## src/sv/tlkc_pkg.sv

```systemverilog
// Shared types and constants of the text line keyword classifier.
package tlkc_pkg;

    // Chunk length counter width; covers the largest allowed chunk size.
    localparam int LEN_W = 7;

    localparam int MAX_CHUNK_DEFAULT   = 99;
    localparam int COUNT_WIDTH_DEFAULT = 16;

    // Width of the count fields on the result port.
    localparam int OUT_COUNT_W = 16;

    // Bytes of the match window: up to five previous bytes plus the new one.
    localparam int WIN_BYTES = 6;

    localparam logic [7:0] CH_SPACE = 8'h20;
    localparam logic [7:0] CH_TAB   = 8'h09;
    localparam logic [7:0] CH_CR    = 8'h0D;
    localparam logic [7:0] CH_LF    = 8'h0A;

    localparam logic [23:0] KW_INT    = "int";
    localparam logic [39:0] KW_FLOAT  = "float";
    localparam logic [47:0] KW_RETURN = "return";
    localparam logic [15:0] KW_IF     = "if";
    localparam logic [31:0] KW_ELSE   = "else";
    localparam logic [23:0] KW_FOR    = "for";
    localparam logic [39:0] KW_WHILE  = "while";
    localparam logic [47:0] KW_PRINTF = "printf";
    localparam logic [15:0] CMT_MARK  = "//";

    // Flags of one finished chunk, handed from front to back.
    typedef struct packed {
        logic blank;
        logic keyword;
        logic comment;
        logic last;
    } chunk_rec_t;

endpackage

```

## src/sv/tlkc_front.sv

```systemverilog
// Front end: takes bytes, matches keywords and builds chunk records.
module tlkc_front #(
    parameter int MAX_CHUNK = tlkc_pkg::MAX_CHUNK_DEFAULT
) (
    input  logic                 clk,
    input  logic                 rst_n,
    input  logic                 in_valid,
    output logic                 in_ready,
    input  logic [7:0]           ch,
    input  logic                 end_of_text,
    input  logic                 q_full,
    output logic                 push,
    output tlkc_pkg::chunk_rec_t push_rec
);

    localparam int HIST_W = 8 * (tlkc_pkg::WIN_BYTES - 1);

    logic [HIST_W-1:0]          recent_reg, recent_next;
    logic [tlkc_pkg::LEN_W-1:0] len_reg, len_next, len_inc;
    logic                       nonblank_reg, nonblank_next;
    logic                       kw_reg, kw_next;
    logic                       cmt_reg, cmt_next;

    logic [8*tlkc_pkg::WIN_BYTES-1:0] window;
    logic accept, chunk_end, is_blank, kw_hit, cmt_hit;
    logic nb_now, kw_now, cmt_now;

    assign in_ready = !q_full;
    assign accept   = in_valid && in_ready;
    assign window   = {recent_reg, ch};
    assign len_inc  = len_reg + tlkc_pkg::LEN_W'(1);

    // History is zero at chunk start and no keyword letter is zero,
    // so a match can never reach back across a chunk boundary.
    assign kw_hit = (window[23:0] == tlkc_pkg::KW_INT)    ||
                    (window[39:0] == tlkc_pkg::KW_FLOAT)  ||
                    (window[47:0] == tlkc_pkg::KW_RETURN) ||
                    (window[15:0] == tlkc_pkg::KW_IF)     ||
                    (window[31:0] == tlkc_pkg::KW_ELSE)   ||
                    (window[23:0] == tlkc_pkg::KW_FOR)    ||
                    (window[39:0] == tlkc_pkg::KW_WHILE)  ||
                    (window[47:0] == tlkc_pkg::KW_PRINTF);
    assign cmt_hit = (window[15:0] == tlkc_pkg::CMT_MARK);

    assign is_blank = (ch == tlkc_pkg::CH_SPACE) || (ch == tlkc_pkg::CH_TAB) ||
                      (ch == tlkc_pkg::CH_CR)    || (ch == tlkc_pkg::CH_LF);

    assign nb_now  = nonblank_reg || !is_blank;
    assign kw_now  = kw_reg || kw_hit;
    assign cmt_now = cmt_reg || cmt_hit;

    assign chunk_end = (ch == tlkc_pkg::CH_LF) ||
                       (len_inc == tlkc_pkg::LEN_W'(MAX_CHUNK)) || end_of_text;

    assign push             = accept && chunk_end;
    assign push_rec.blank   = !nb_now;
    assign push_rec.keyword = kw_now;
    assign push_rec.comment = cmt_now;
    assign push_rec.last    = end_of_text;

    always_comb
    begin
        recent_next   = recent_reg;
        len_next      = len_reg;
        nonblank_next = nonblank_reg;
        kw_next       = kw_reg;
        cmt_next      = cmt_reg;
        if (accept)
        begin
            if (chunk_end)
            begin
                recent_next   = '0;
                len_next      = '0;
                nonblank_next = 1'b0;
                kw_next       = 1'b0;
                cmt_next      = 1'b0;
            end
            else
            begin
                recent_next   = window[HIST_W-1:0];
                len_next      = len_inc;
                nonblank_next = nb_now;
                kw_next       = kw_now;
                cmt_next      = cmt_now;
            end
        end
    end

    always_ff @(posedge clk or negedge rst_n)
    begin
        if (!rst_n)
        begin
            recent_reg   <= '0;
            len_reg      <= '0;
            nonblank_reg <= 1'b0;
            kw_reg       <= 1'b0;
            cmt_reg      <= 1'b0;
        end
        else
        begin
            recent_reg   <= recent_next;
            len_reg      <= len_next;
            nonblank_reg <= nonblank_next;
            kw_reg       <= kw_next;
            cmt_reg      <= cmt_next;
        end
    end

endmodule

```

## src/sv/tlkc_queue.sv

```systemverilog
// Two-entry queue of chunk records between front and back.
module tlkc_queue (
    input  logic                 clk,
    input  logic                 rst_n,
    input  logic                 push,
    input  tlkc_pkg::chunk_rec_t push_rec,
    output logic                 full,
    input  logic                 pop,
    output logic                 not_empty,
    output tlkc_pkg::chunk_rec_t pop_rec
);

    tlkc_pkg::chunk_rec_t slot_reg [2];
    logic       wr_ptr_reg, wr_ptr_next;
    logic       rd_ptr_reg, rd_ptr_next;
    logic [1:0] cnt_reg, cnt_next;

    assign full      = (cnt_reg == 2'd2);
    assign not_empty = (cnt_reg != 2'd0);
    assign pop_rec   = slot_reg[rd_ptr_reg];

    always_comb
    begin
        wr_ptr_next = push ? !wr_ptr_reg : wr_ptr_reg;
        rd_ptr_next = pop ? !rd_ptr_reg : rd_ptr_reg;
        cnt_next    = cnt_reg + 2'(push) - 2'(pop);
    end

    always_ff @(posedge clk)
    begin
        if (push)
            slot_reg[wr_ptr_reg] <= push_rec;
    end

    always_ff @(posedge clk or negedge rst_n)
    begin
        if (!rst_n)
        begin
            wr_ptr_reg <= 1'b0;
            rd_ptr_reg <= 1'b0;
            cnt_reg    <= 2'd0;
        end
        else
        begin
            wr_ptr_reg <= wr_ptr_next;
            rd_ptr_reg <= rd_ptr_next;
            cnt_reg    <= cnt_next;
        end
    end

endmodule

```

## src/sv/tlkc_back.sv

```systemverilog
// Back end: chunk counters and the result output register.
module tlkc_back #(
    parameter int COUNT_WIDTH = tlkc_pkg::COUNT_WIDTH_DEFAULT
) (
    input  logic                 clk,
    input  logic                 rst_n,
    input  logic                 q_not_empty,
    input  tlkc_pkg::chunk_rec_t q_rec,
    output logic                 pop,
    output logic                 out_valid,
    input  logic                 out_ready,
    output logic                 blank,
    output logic                 has_keyword,
    output logic                 has_comment,
    output logic [tlkc_pkg::OUT_COUNT_W-1:0] blank_count,
    output logic [tlkc_pkg::OUT_COUNT_W-1:0] keyword_count,
    output logic                 final_res
);

    localparam int EXT_W = (COUNT_WIDTH > tlkc_pkg::OUT_COUNT_W) ?
                           COUNT_WIDTH : tlkc_pkg::OUT_COUNT_W;

    logic [COUNT_WIDTH-1:0] blank_tot_reg, blank_tot_next;
    logic [COUNT_WIDTH-1:0] kw_tot_reg, kw_tot_next;
    logic                   valid_reg, valid_next;
    tlkc_pkg::chunk_rec_t   rec_reg;
    logic [EXT_W-1:0]       blank_ext, kw_ext;

    assign pop = q_not_empty && (!valid_reg || out_ready);

    always_comb
    begin
        blank_tot_next = blank_tot_reg;
        kw_tot_next    = kw_tot_reg;
        valid_next     = valid_reg;
        if (pop)
        begin
            valid_next = 1'b1;
            if (q_rec.blank && (blank_tot_reg != '1))
                blank_tot_next = blank_tot_reg + COUNT_WIDTH'(1);
            if (q_rec.keyword && (kw_tot_reg != '1))
                kw_tot_next = kw_tot_reg + COUNT_WIDTH'(1);
        end
        else if (out_ready)
        begin
            valid_next = 1'b0;
        end
    end

    always_ff @(posedge clk)
    begin
        if (pop)
            rec_reg <= q_rec;
    end

    always_ff @(posedge clk or negedge rst_n)
    begin
        if (!rst_n)
        begin
            valid_reg     <= 1'b0;
            blank_tot_reg <= '0;
            kw_tot_reg    <= '0;
        end
        else
        begin
            valid_reg     <= valid_next;
            blank_tot_reg <= blank_tot_next;
            kw_tot_reg    <= kw_tot_next;
        end
    end

    assign blank_ext = EXT_W'(blank_tot_reg);
    assign kw_ext    = EXT_W'(kw_tot_reg);

    assign out_valid     = valid_reg;
    assign blank         = rec_reg.blank;
    assign has_keyword   = rec_reg.keyword;
    assign has_comment   = rec_reg.comment;
    assign final_res     = rec_reg.last;
    assign blank_count   = blank_ext[tlkc_pkg::OUT_COUNT_W-1:0];
    assign keyword_count = kw_ext[tlkc_pkg::OUT_COUNT_W-1:0];

endmodule

```

## src/sv/text_line_keyword_classifier.sv

```systemverilog
// Text line classifier: splits a byte stream into chunks and flags each one.
//
// Input channel (in_valid/in_ready): one text byte ch per request, with
// end_of_text marking the last byte of the text. A chunk closes at a
// newline, at MAX_CHUNK bytes, or at the end-marked byte.
// Output channel (out_valid/out_ready): one request per closed chunk with
// blank, has_keyword, has_comment, final_res and the saturating totals
// blank_count and keyword_count (low 16 bits of COUNT_WIDTH-bit counters).
// Throughput: one byte per cycle while the queue is not full; the keyword
// window and chunk flags are updated by the front end as each byte is taken.
// Path: the record of the byte closing a chunk is written into the queue,
// then loads the output register once that register is empty or is being
// read with out_ready high.
// Stall: when out_ready is low, up to two finished chunks wait in the
// queue; in_ready drops only once the queue is full.
// Reset: rst_n clears the current chunk, the counters, the queue and the output valid flag.
module text_line_keyword_classifier #(
    parameter int MAX_CHUNK   = tlkc_pkg::MAX_CHUNK_DEFAULT,
    parameter int COUNT_WIDTH = tlkc_pkg::COUNT_WIDTH_DEFAULT
) (
    input  logic        clk,
    input  logic        rst_n,
    input  logic        in_valid,
    output logic        in_ready,
    input  logic [7:0]  ch,
    input  logic        end_of_text,
    output logic        out_valid,
    input  logic        out_ready,
    output logic        blank,
    output logic        has_keyword,
    output logic        has_comment,
    output logic [15:0] blank_count,
    output logic [15:0] keyword_count,
    output logic        final_res
);

    logic                 q_full, q_not_empty, push, pop;
    tlkc_pkg::chunk_rec_t push_rec, pop_rec;

    tlkc_front #(
        .MAX_CHUNK(MAX_CHUNK)
    ) u_front (
        .clk         (clk),
        .rst_n       (rst_n),
        .in_valid    (in_valid),
        .in_ready    (in_ready),
        .ch          (ch),
        .end_of_text (end_of_text),
        .q_full      (q_full),
        .push        (push),
        .push_rec    (push_rec)
    );

    tlkc_queue u_queue (
        .clk       (clk),
        .rst_n     (rst_n),
        .push      (push),
        .push_rec  (push_rec),
        .full      (q_full),
        .pop       (pop),
        .not_empty (q_not_empty),
        .pop_rec   (pop_rec)
    );

    tlkc_back #(
        .COUNT_WIDTH(COUNT_WIDTH)
    ) u_back (
        .clk           (clk),
        .rst_n         (rst_n),
        .q_not_empty   (q_not_empty),
        .q_rec         (pop_rec),
        .pop           (pop),
        .out_valid     (out_valid),
        .out_ready     (out_ready),
        .blank         (blank),
        .has_keyword   (has_keyword),
        .has_comment   (has_comment),
        .blank_count   (blank_count),
        .keyword_count (keyword_count),
        .final_res     (final_res)
    );

endmodule

```

## config.mk

```make
export PLATFORM = sky130hd
export DESIGN_NAME = text_line_keyword_classifier
export DESIGN_NICKNAME = d
export VERILOG_FILES = /design/src/sv/tlkc_pkg.sv /design/src/sv/tlkc_front.sv /design/src/sv/tlkc_queue.sv /design/src/sv/tlkc_back.sv /design/src/sv/text_line_keyword_classifier.sv
export SDC_FILE = /design/constraint.sdc
export NUM_CORES = 1
export LEC_CHECK = 0
export BUFFER_PORTS_ARGS = -buffer_cell sky130_fd_sc_hd__clkbuf_2
export CORE_ASPECT_RATIO = 1.1
export CORE_UTILIZATION = 40
export DETAILED_ROUTE_END_ITERATION = 7
export SLEW_MARGIN = 20
export SYNTH_ARGS = -nofsm -noshare
export SYNTH_HDL_FRONTEND = slang
export SYNTH_SLANG_ARGS = --single-unit
export TNS_END_PERCENT = 100
```

## constraint.sdc

```tcl
create_clock -name clk -period 2.5 [get_ports clk]
set_clock_uncertainty 0.1 [all_clocks]
set_input_delay 0.375 -clock clk [delete_from_list [all_inputs] [get_ports clk]]
set_output_delay 0.375 -clock clk [all_outputs]
set_load 0.02 [all_outputs]
```

==> results of run 1 <==
## synth_stat cells, types with 11 or more instances
library cell / number
clkbuf_1: 11
xnor2_1: 27
nand3_1: 16
nand4_1: 15
nand2_1: 33
a22o_1: 39
dfrtp_1: 87
edfxtp_1: 12
nor2_1: 19
## critical path, stage by stage, from the launching register on
cell      delay (ns)
dfrtp_1         0.42
or3b_2          0.50
or4_1           0.51
or4_1           0.47
nand2_1         0.09
a211oi_2        0.08
nand2_1         0.13
## through the flow
stage	utilization	setup slack (ns)	power, uW	std cells
5_1_grt	0.4961	0.001783	5387	608
3_3_place_gp	0.4631	0.1030	3601	588
4_1_cts	0.4930	0.06560	5124	605
3_5_place_dp	0.4631	0.07746	3629	588
2_1_floorplan	-	0.02999	3154	389
6_report	0.4961	0.06461	5108	608
## power groups by stage
stage | Clock, uW | Sequential (uW) | Combinational (uW)
after global placement | 0 | 2350 | 1250
final | 1480 | 2340 | 1290
after CTS | 1510 | 2340 | 1280
after global routing | 1580 | 2390 | 1420
after detailed placement | 0 | 2360 | 1270
after floorplan | 0 | 2420 | 735
## timing repair
item                                    4_1_cts  5_1_grt
buffers inserted                              0        3
hold buffers                                  1        0
resized for setup                             0        3
hold endpoints to repair                     41        0
endpoints found under the setup margin        0        7
## kinds of logic (layout without fill, tap and decap cells)
| logic type | Yosys count | after routing | share of synthesized area |
|---|---|---|---|
| compound gates | 67 | 67 | 0.1230 |
| xor+xnor | 37 | 37 | 0.07145 |
| fa+ha+maj | 6 | 6 | 0.01655 |
| buf+inv | 18 | 90 | 0.01655 |
| flops | 99 | 99 | 0.5594 |
| mux | 8 | 8 | 0.01986 |
| simple gates | 154 | 154 | 0.1931 |
## metal layers
layer,GRT usage,vias to the layer above
met4,0.08889,0
met3,0.02857,19
li1,-,1587
met5,0,-
met1,0.2324,1666
met2,0.2855,77
## final timing paths
| kind | endpoint | from | slack (ns) | cells after the start |
|---|---|---|---|---|
| min | u_queue.slot_reg[0][0] | end_of_text | 0.17 | 1 |
| min in group asynchronous | u_back.keyword_count[13] | rst_n | 0.45 | 2 |
| max in group asynchronous | u_front.recent_reg[30] | rst_n | 1.20 | 3 |
| max reg2reg | u_queue.slot_reg[0][2] | u_front.recent_reg[17] | 0.06 | 6 |
| max | u_queue.slot_reg[0][2] | u_front.recent_reg[17] | 0.06 | 6 |
| min reg2reg | u_back.blank_count[8] | u_back.blank_count[8] | 0.39 | 1 |
## area by class of cell
type | instances | area (um2)
fillers | 973 | 5523
flip-flops and latches | 99 | 2537
multi-input cells | 272 | 1948
repair buffers | 68 | 427.9
clock buffers | 9 | 225.2
well taps | 147 | 183.9
clock inverters | 7 | 92.59
inverters | 6 | 22.52
==> impl_results.md, run 1 <==
- Worst rel slew slack: 0.6159
- Yosys synthesis warning count: 0
- Data required time at the worst endpoint: 2.61 ns
- Synth-to-Final Area Change: 19.89%
- First-pass GRT wire length: 16.39 mm
- Type of the tightest min-delay check: in2reg
- Peak fanout along the critical path: 4
- Drt first pass iters: 4
- Top cells by area in the synthesized netlist: dfrtp_1, edfxtp_1, a22o_1
- Initial core utilization: 0.4138
- Die footprint: 0.01177 mm2
- Logic pwr share: 0.252
- Setup repair after global routing missed its margin: false
- Transition time at the pin with the least slew margin: 0.5762 ns
- Number of maximum-capacitance constraint violations: 0
- Width of the die: 103.5 um
- Switching power summed over all nets: 1762 uW
- TritonCTS clock tree: built
- Post-synthesis sequential element count: 99
- Count of nets left with antenna violations after detail routing: 0
- Final Setup Violations: 0
- Cell area after layout: 0.005438 mm2
- CTS Buffer Depth: 2
- Result of the run: complete, no violations
- Number of diodes added for antenna fixing: 0
- Syn Area/Cell: 11.66 um2
- Most common library cell in the layout ignoring fill and taps: dfrtp_1
- Ports placed on the boundary: 51
- Pin count of the biggest net entering global routing: 47
- Worst supply voltage drop on vdd: 0.4254 mV
- Post-synthesis cell count: 389
- Violation count after the first detailed-route iteration: 148
- Total power per unit cell area: 939.3 mW/mm2
- Top-area cell type share of the netlist area: 0.4800
- Share of final-layout standard cells stronger than drive strength 1: 0.2256
- Clock period minus final worst setup slack: 2.435 ns
- Floorplan row count: 40
- Final Net Count: 475
- Post-synthesis async set-or-reset flop share: 0.8788
- Routed WL: 9.747 mm
- Crit Path Class: reg2reg
- Worst EP arrival: 2.54 ns
- Global-route congestion overflow total: 0
- DR WL/cell: 16.03 um
- H-tree lvl count: 3
- Number of flip-flops in the largest register: 40
- Die height: 113.7 um
- Clock buffers created by TritonCTS: 9
- Distinct cells, synth: 51
- Clock power frac: 0.289
- Antenna violations before repair: 0
- Met2 WL: 4.583 mm
- Top Metal Used: met4
- Global-route usage over all layers: 0.1767
- Switching share of power: 0.3449
- Net count after synthesis: 408
- Sequential cell area fraction in the yosys report: 0.5594
- Clk Tree Root Cell: clkbuf_16
- Achievable frequency: 410.6 MHz
- Library cell with the largest summed area after synthesis: dfrtp_1
- Met3 wire length: 318 um
- Clock transition at the register clock pins on the worst setup and hold paths after CTS: 0.08 ns
- I/O Buffers: 50
- Final Hold Viols: 0
- Tcrit/Tclk final: 0.9742
- Final-layout worst hold slack: 0.1698 ns
- Critical Path Start Type: register
- Number of global-route vias before repair: 3260
- Sequential group share of total power: 0.459
- Number of slew-limit violations in the final report: 0
- Pint: 3346 uW
- Post-placement cell area: 0.005076 mm2
- Post-synthesis cell area: 0.004536 mm2
- Clock latency on the worst-skew pair: 0.35 ns
- Leakage Power: 0.002413 uW
- Routability congestion estimate from global placement: 0.9062
- Post-synth EDFFs: 12
- HPWL after detailed placement: 6.611 mm
- Total via count in the routed design: 3349
- Post-Route M1 WL: 4.600 mm
- Vias/cell: 5.508
- Main synth FF type: dfrtp_1
- Floorplan Core Area: 0.01096 mm2
- Number of DRC violations after detailed routing: 0
- Most frequent cells in the layout: dfrtp_1, clkbuf_2, a22o_1
- Nature of the critical path endpoint: register
- Setup TNS: 0 ns
- Number of sinks handled by clock tree synthesis: 99
Note: power is estimated with default switching activity, not from simulation.
==> run 2, diff against run 1 <==
ABC_AREA = 1   (was default)
==> impl_results.md, run 2 <==
- Drt first pass iters: 4
- Clock period minus final worst setup slack: 2.298 ns
- Number of maximum-capacitance constraint violations: 0
- Number of flip-flops in the largest register: 40
- Final-layout worst hold slack: 0.1905 ns
- TritonCTS clock tree: built
- Die footprint: 0.01326 mm2
- Clock buffers created by TritonCTS: 9
- DP Cell Count: 824
- Initial core utilization: 0.4086
- Final Hold Viols: 0
- Setup repair after global routing missed its margin: false
- Clock transition at the register clock pins on the worst setup and hold paths after CTS: 0.07 ns
- Die height: 120.7 um
- Critical Path Start Type: register
- Transition time at the pin with the least slew margin: 0.5687 ns
- Hold Path Origin: out_ready
- Setup TNS: 0 ns
- Most frequent cells in the layout: nand2_1, nor2_1, dfrtp_1
- Count of filler cells inserted in the layout: 1240
- Number of sinks handled by clock tree synthesis: 99
- CP top delay family: simple AND/OR/NAND/NOR gates
- Peak fanout along the critical path: 7
- DR WL/cell: 13.18 um
- Achievable frequency: 435.2 MHz
- First-pass GRT wire length: 18.40 mm
- CP Buf/Inv Count: 1
- Global-route usage over all layers: 0.1809
- Violation count after the first detailed-route iteration: 246
- Worst slack at placement: 0.2072 ns
- Final Net Count: 698
- Post-synthesis cell count: 618
- Worst R2R End: u_queue.slot_reg[1][2]
- HPWL after detailed placement: 8.220 mm
- Worst supply voltage drop on vdd: 0.4372 mV
- Number of slew-limit violations in the final report: 0
- Total power per unit cell area: 905.3 mW/mm2
- Routability congestion estimate from global placement: 0.8794
- Nature of the critical path endpoint: register
- Yosys synthesis warning count: 0
- Data required time at the worst endpoint: 2.42 ns
- Commonest cells post-synth: nand2_1, nor2_1, dfrtp_1
- Clock latency on the worst-skew pair: 0.35 ns
- Final Setup Violations: 0
- Number of cells on the worst reg-to-reg path: 9
- Floorplan Core Area: 0.01254 mm2
- Count of nets left with antenna violations after detail routing: 0
- Hold depth: 4
- Cells traversed along the worst timing path: ha_1 -> nand3_2 -> o21bai_1 -> nand2_1 -> inv_1 -> nand3_4 -> nand2_2 -> nand2_1 -> nor2_1
- Vias/cell: 4.849
- Filler-free cell count of the finished design: 841
- Post-synthesis sequential element count: 99
- Setup repair bufs after CTS: 0
- Hold-fix buffers, CTS: 1
- Main synth FF type: dfrtp_1
- Hold Path Sink: u_back.out_valid
- Pin count of the biggest net entering global routing: 44
- Clk Tree Root Cell: clkbuf_16
- Most common library cell in the layout ignoring fill and taps: nand2_1
- Tcrit/Tclk final: 0.9191
- Leading cell type by number of instances after synthesis: nand2_1
- Leakage Power: 0.002802 uW
- Result of the run: complete, no violations
- Top cells by area in the synthesized netlist: dfrtp_1, nand2_1, edfxtp_1
- Worst rel slew slack: 0.6208
- Number of diodes added for antenna fixing: 0
- Synth-to-Final Area Change: 14.66%
- Number of global-route vias before repair: 3877
- Post-route setup slack: 0.2023 ns
- Total via count in the routed design: 4078
- Ports placed on the boundary: 51
- Distinct cells, synth: 34
- Crit Path Class: reg2reg
- Routed WL: 11.08 mm
- Share of final-layout standard cells stronger than drive strength 1: 0.1594
- Post-CTS sizing: 0
- I/O Buffers: 50
- Width of the die: 109.9 um
- Antenna violations before repair: 0
- Most frequent CP cell: nand2_1
- Worst reg-to-reg setup slack: 0.20 ns
- Post-synthesis async set-or-reset flop share: 0.8788
- Type of the tightest min-delay check: in2reg
- Post-synth EDFFs: 12
- Syn Area/Cell: 8.289 um2
- Worst EP arrival: 2.22 ns
- Floorplan row count: 43
- Largest stage delay, worst path: 0.47 ns
- H-tree lvl count: 3
- Top-area cell type share of the netlist area: 0.4250
- Post-synthesis cell area: 0.005122 mm2
- Sequential cell area fraction in the yosys report: 0.4954
- Critical Path Slowest Stage Cell: dfrtp_1
- Library cell with the largest summed area after synthesis: dfrtp_1
- Crit Reg-Reg Startpoint: u_front.len_reg[0]
- Number of DRC violations after detailed routing: 0
- Net count after synthesis: 637
- CTS Buffer Depth: 2
- Global-route congestion overflow total: 0
## run 2: worst max path at each step
stage / cells past startpoint / startpoint / end
final: 9 / u_front.len_reg[0] / u_queue.slot_reg[1][2]
after CTS: 8 / u_front.len_reg[0] / u_queue.slot_reg[1][0]
after detailed placement: 8 / ch[7] / u_queue.slot_reg[1][2]
after global placement: 8 / ch[7] / u_queue.slot_reg[1][0]
after global routing: 9 / u_front.len_reg[0] / u_queue.slot_reg[1][2]
after floorplan: 8 / u_front.len_reg[0] / u_queue.slot_reg[1][0]
## run 2: logic make-up after synthesis
group | count (synthesis) | synth area share
buffers and inverters | 94 | 0.07548
AND/OR/NAND/NOR | 329 | 0.2733
flip-flops | 99 | 0.4954
XOR/XNOR | 33 | 0.05642
adder cells (fa/ha/maj) | 6 | 0.01466
AO/OA/AOI/OAI | 57 | 0.08475
## run 2: stage by stage
stage,utilization,power (uW),instance area [um2]
2_1_floorplan,-,3550,5122
3_3_place_gp,0.4461,4034,5592
3_5_place_dp,0.4461,4078,5592
4_1_cts,0.4685,5376,5873
5_1_grt,0.4685,5702,5873
6_report,0.4685,5317,5873
## run 2: tightest hold or removal path, stage by stage
cell and delay [ns]:
clkbuf_2 0.08, nor2_1 0.03, inv_1 0.06, nand2_1 0.05
## run 2: metal layers
layer  up-vias  global-route usage  share of wire
met5         -                   0              0
met2        79              0.2957           0.48
met3        13             0.02911          0.039
met1      1892              0.2349           0.46
li1       2094                   -              -
met4         0             0.07667          0.016
## run 2: cell type report
class	count	area (um2)	share of cell area
multi-input cells	425	2198	0.3743
repair buffers	59	347.8	0.05922
inverters	85	321.6	0.05475
clock buffers	10	229.0	0.03899
clock inverters	6	42.54	0.007243
well taps	157	196.4	0.03345
flip-flops and latches	99	2537	0.4320
## run 2: power by group
part,internal (uW),switching [uW]
sequential,2020,336
combinational,574,1110
clock,675,607
total,3260,2050
==> run 3, diff against run 2 <==
==> constraint.sdc (replaced) <==
create_clock -name clk -period 2.5 [get_ports clk]
set_clock_uncertainty 0.1 [all_clocks]
set_input_delay 0.5 -clock clk [delete_from_list [all_inputs] [get_ports clk]]
set_output_delay 0.5 -clock clk [all_outputs]
set_load 0.02 [all_outputs]
==> impl_results.md, run 3 (same netlist as run 2, synthesis figures left out) <==
- Routed WL: 11.19 mm
- Die footprint: 0.01326 mm2
- Number of maximum-capacitance constraint violations: 0
- Drt first pass iters: 4
- Worst supply voltage drop on vdd: 0.4822 mV
- Clock period minus final worst setup slack: 2.137 ns
- Die height: 120.7 um
- Total via count in the routed design: 4125
- DP Cell Count: 823
- Clock transition at the register clock pins on the worst setup and hold paths after CTS: 0.07 ns
- Most frequent cells in the layout: nand2_1, nor2_1, dfrtp_1
- Clock buffers created by TritonCTS: 9
- Clk Tree Root Cell: clkbuf_16
- Count of nets left with antenna violations after detail routing: 0
- Floorplan Core Area: 0.01254 mm2
- Worst rel slew slack: 0.6584
- Setup repair bufs after CTS: 0
- Width of the die: 109.9 um
- Number of DRC violations after detailed routing: 0
- Nature of the critical path endpoint: register
- I/O Buffers: 50
- Final Setup Violations: 0
- Worst EP arrival: 2.07 ns
- Number of sinks handled by clock tree synthesis: 99
- Hold-fix buffers, CTS: 0
- Worst reg-to-reg setup slack: 0.36 ns
- HPWL after detailed placement: 8.269 mm
- Global-route usage over all layers: 0.1854
- Pin count of the biggest net entering global routing: 52
- Data required time at the worst endpoint: 2.43 ns
- TritonCTS clock tree: built
- Post-placement cell area: 0.005584 mm2
- Routability congestion estimate from global placement: 0.8976
- Post-CTS sizing: 0
- CTS Buffer Depth: 2
- Filler-free cell count of the finished design: 839
- Violation count after the first detailed-route iteration: 218
- Initial core utilization: 0.4086
- Most common library cell in the layout ignoring fill and taps: nand2_1
- DR WL/cell: 13.34 um
- Setup repair after global routing missed its margin: false
- Peak fanout along the critical path: 6
- Crit Path Class: reg2reg
- Final Hold Viols: 0
- Setup TNS: 0 ns
- Type of the tightest min-delay check: in2async
- Synth-to-Final Area Change: 15.19%
- Tcrit/Tclk final: 0.8550
- Critical Path Start Type: register
- Final Net Count: 696
- Number of diodes added for antenna fixing: 0
- First-pass GRT wire length: 18.73 mm
- Global-route congestion overflow total: 0
- Cell area after layout: 0.005901 mm2
- Number of slew-limit violations in the final report: 0
- Result of the run: complete, no violations
- Number of flip-flops in the largest register: 40
- H-tree lvl count: 3
- Transition time at the pin with the least slew margin: 0.5123 ns
- Ports placed on the boundary: 51
- Achievable frequency: 467.9 MHz
- Vias/cell: 4.917
- Leakage Power: 0.002820 uW
- Share of final-layout standard cells stronger than drive strength 1: 0.1598
- Number of global-route vias before repair: 3999
- Clock latency on the worst-skew pair: 0.36 ns
- Antenna violations before repair: 0
- Floorplan row count: 43
- Total power per unit cell area: 934.9 mW/mm2
run 3: worst max-delay path, stage by stage, from the launching register on:
cell and delay (ns):
dfrtp_1 0.45, ha_1 0.27, nor2_1 0.13, o21ai_0 0.13, nor2_2 0.17, nand3_4 0.12, nand2_2 0.08, nand2_1 0.08
nor2_1 0.27
run 3: final cells by class:
type	count	area (um2)
clock buffers	9	225.2
clock inverters	7	91.34
fillers	1232	6635
inverters	85	321.6
multi-input cells	425	2198
flip-flops and latches	99	2537
well taps	157	196.4
repair buffers	57	330.3
run 3: through the flow:
step	hold WS, ns	total power [uW]	util	setup slack [ns]
after floorplan	0.1044	3550	-	0.4785
after global placement	0.3696	4026	0.4455	0.3058
after detailed placement	0.3728	4082	0.4455	0.2440
after CTS	0.02275	5580	0.4707	0.3597
after global routing	0.04867	5897	0.4707	0.1455
final	0.009526	5517	0.4707	0.3626
run 3: routing by layer:
| metal | part of all wire | global-route usage | routed length, um |
|---|---|---|---|
| met5 | 0 | 0 | 0 |
| met2 | 0.49 | 0.3023 | 5509 |
| met1 | 0.44 | 0.2327 | 4910 |
| met4 | 0.022 | 0.08833 | 249 |
| met3 | 0.046 | 0.03720 | 519 |
run 3: where the power goes:
part           total [uW]  switching, uW  internal [uW]  leakage, uW
logic                1690           1120            572      0.00141
registers            2350            330           2020      0.00125
clock network        1480            608            874     0.000157
run 3: path summary, 6_finish.rpt:
kind / start / to / depth (start not counted)
min in group clk: out_ready / u_back.out_valid / 4
hold / removal: rst_n / u_back.keyword_count[4] / 1
setup reg to reg: u_front.len_reg[0] / u_queue.slot_reg[1][0] / 8
max in group asynchronous: rst_n / u_front.recent_reg[3] / 2
setup / recovery: u_front.len_reg[0] / u_queue.slot_reg[1][0] / 8
hold reg to reg: u_front.recent_reg[36] / u_front.recent_reg[36] / 2
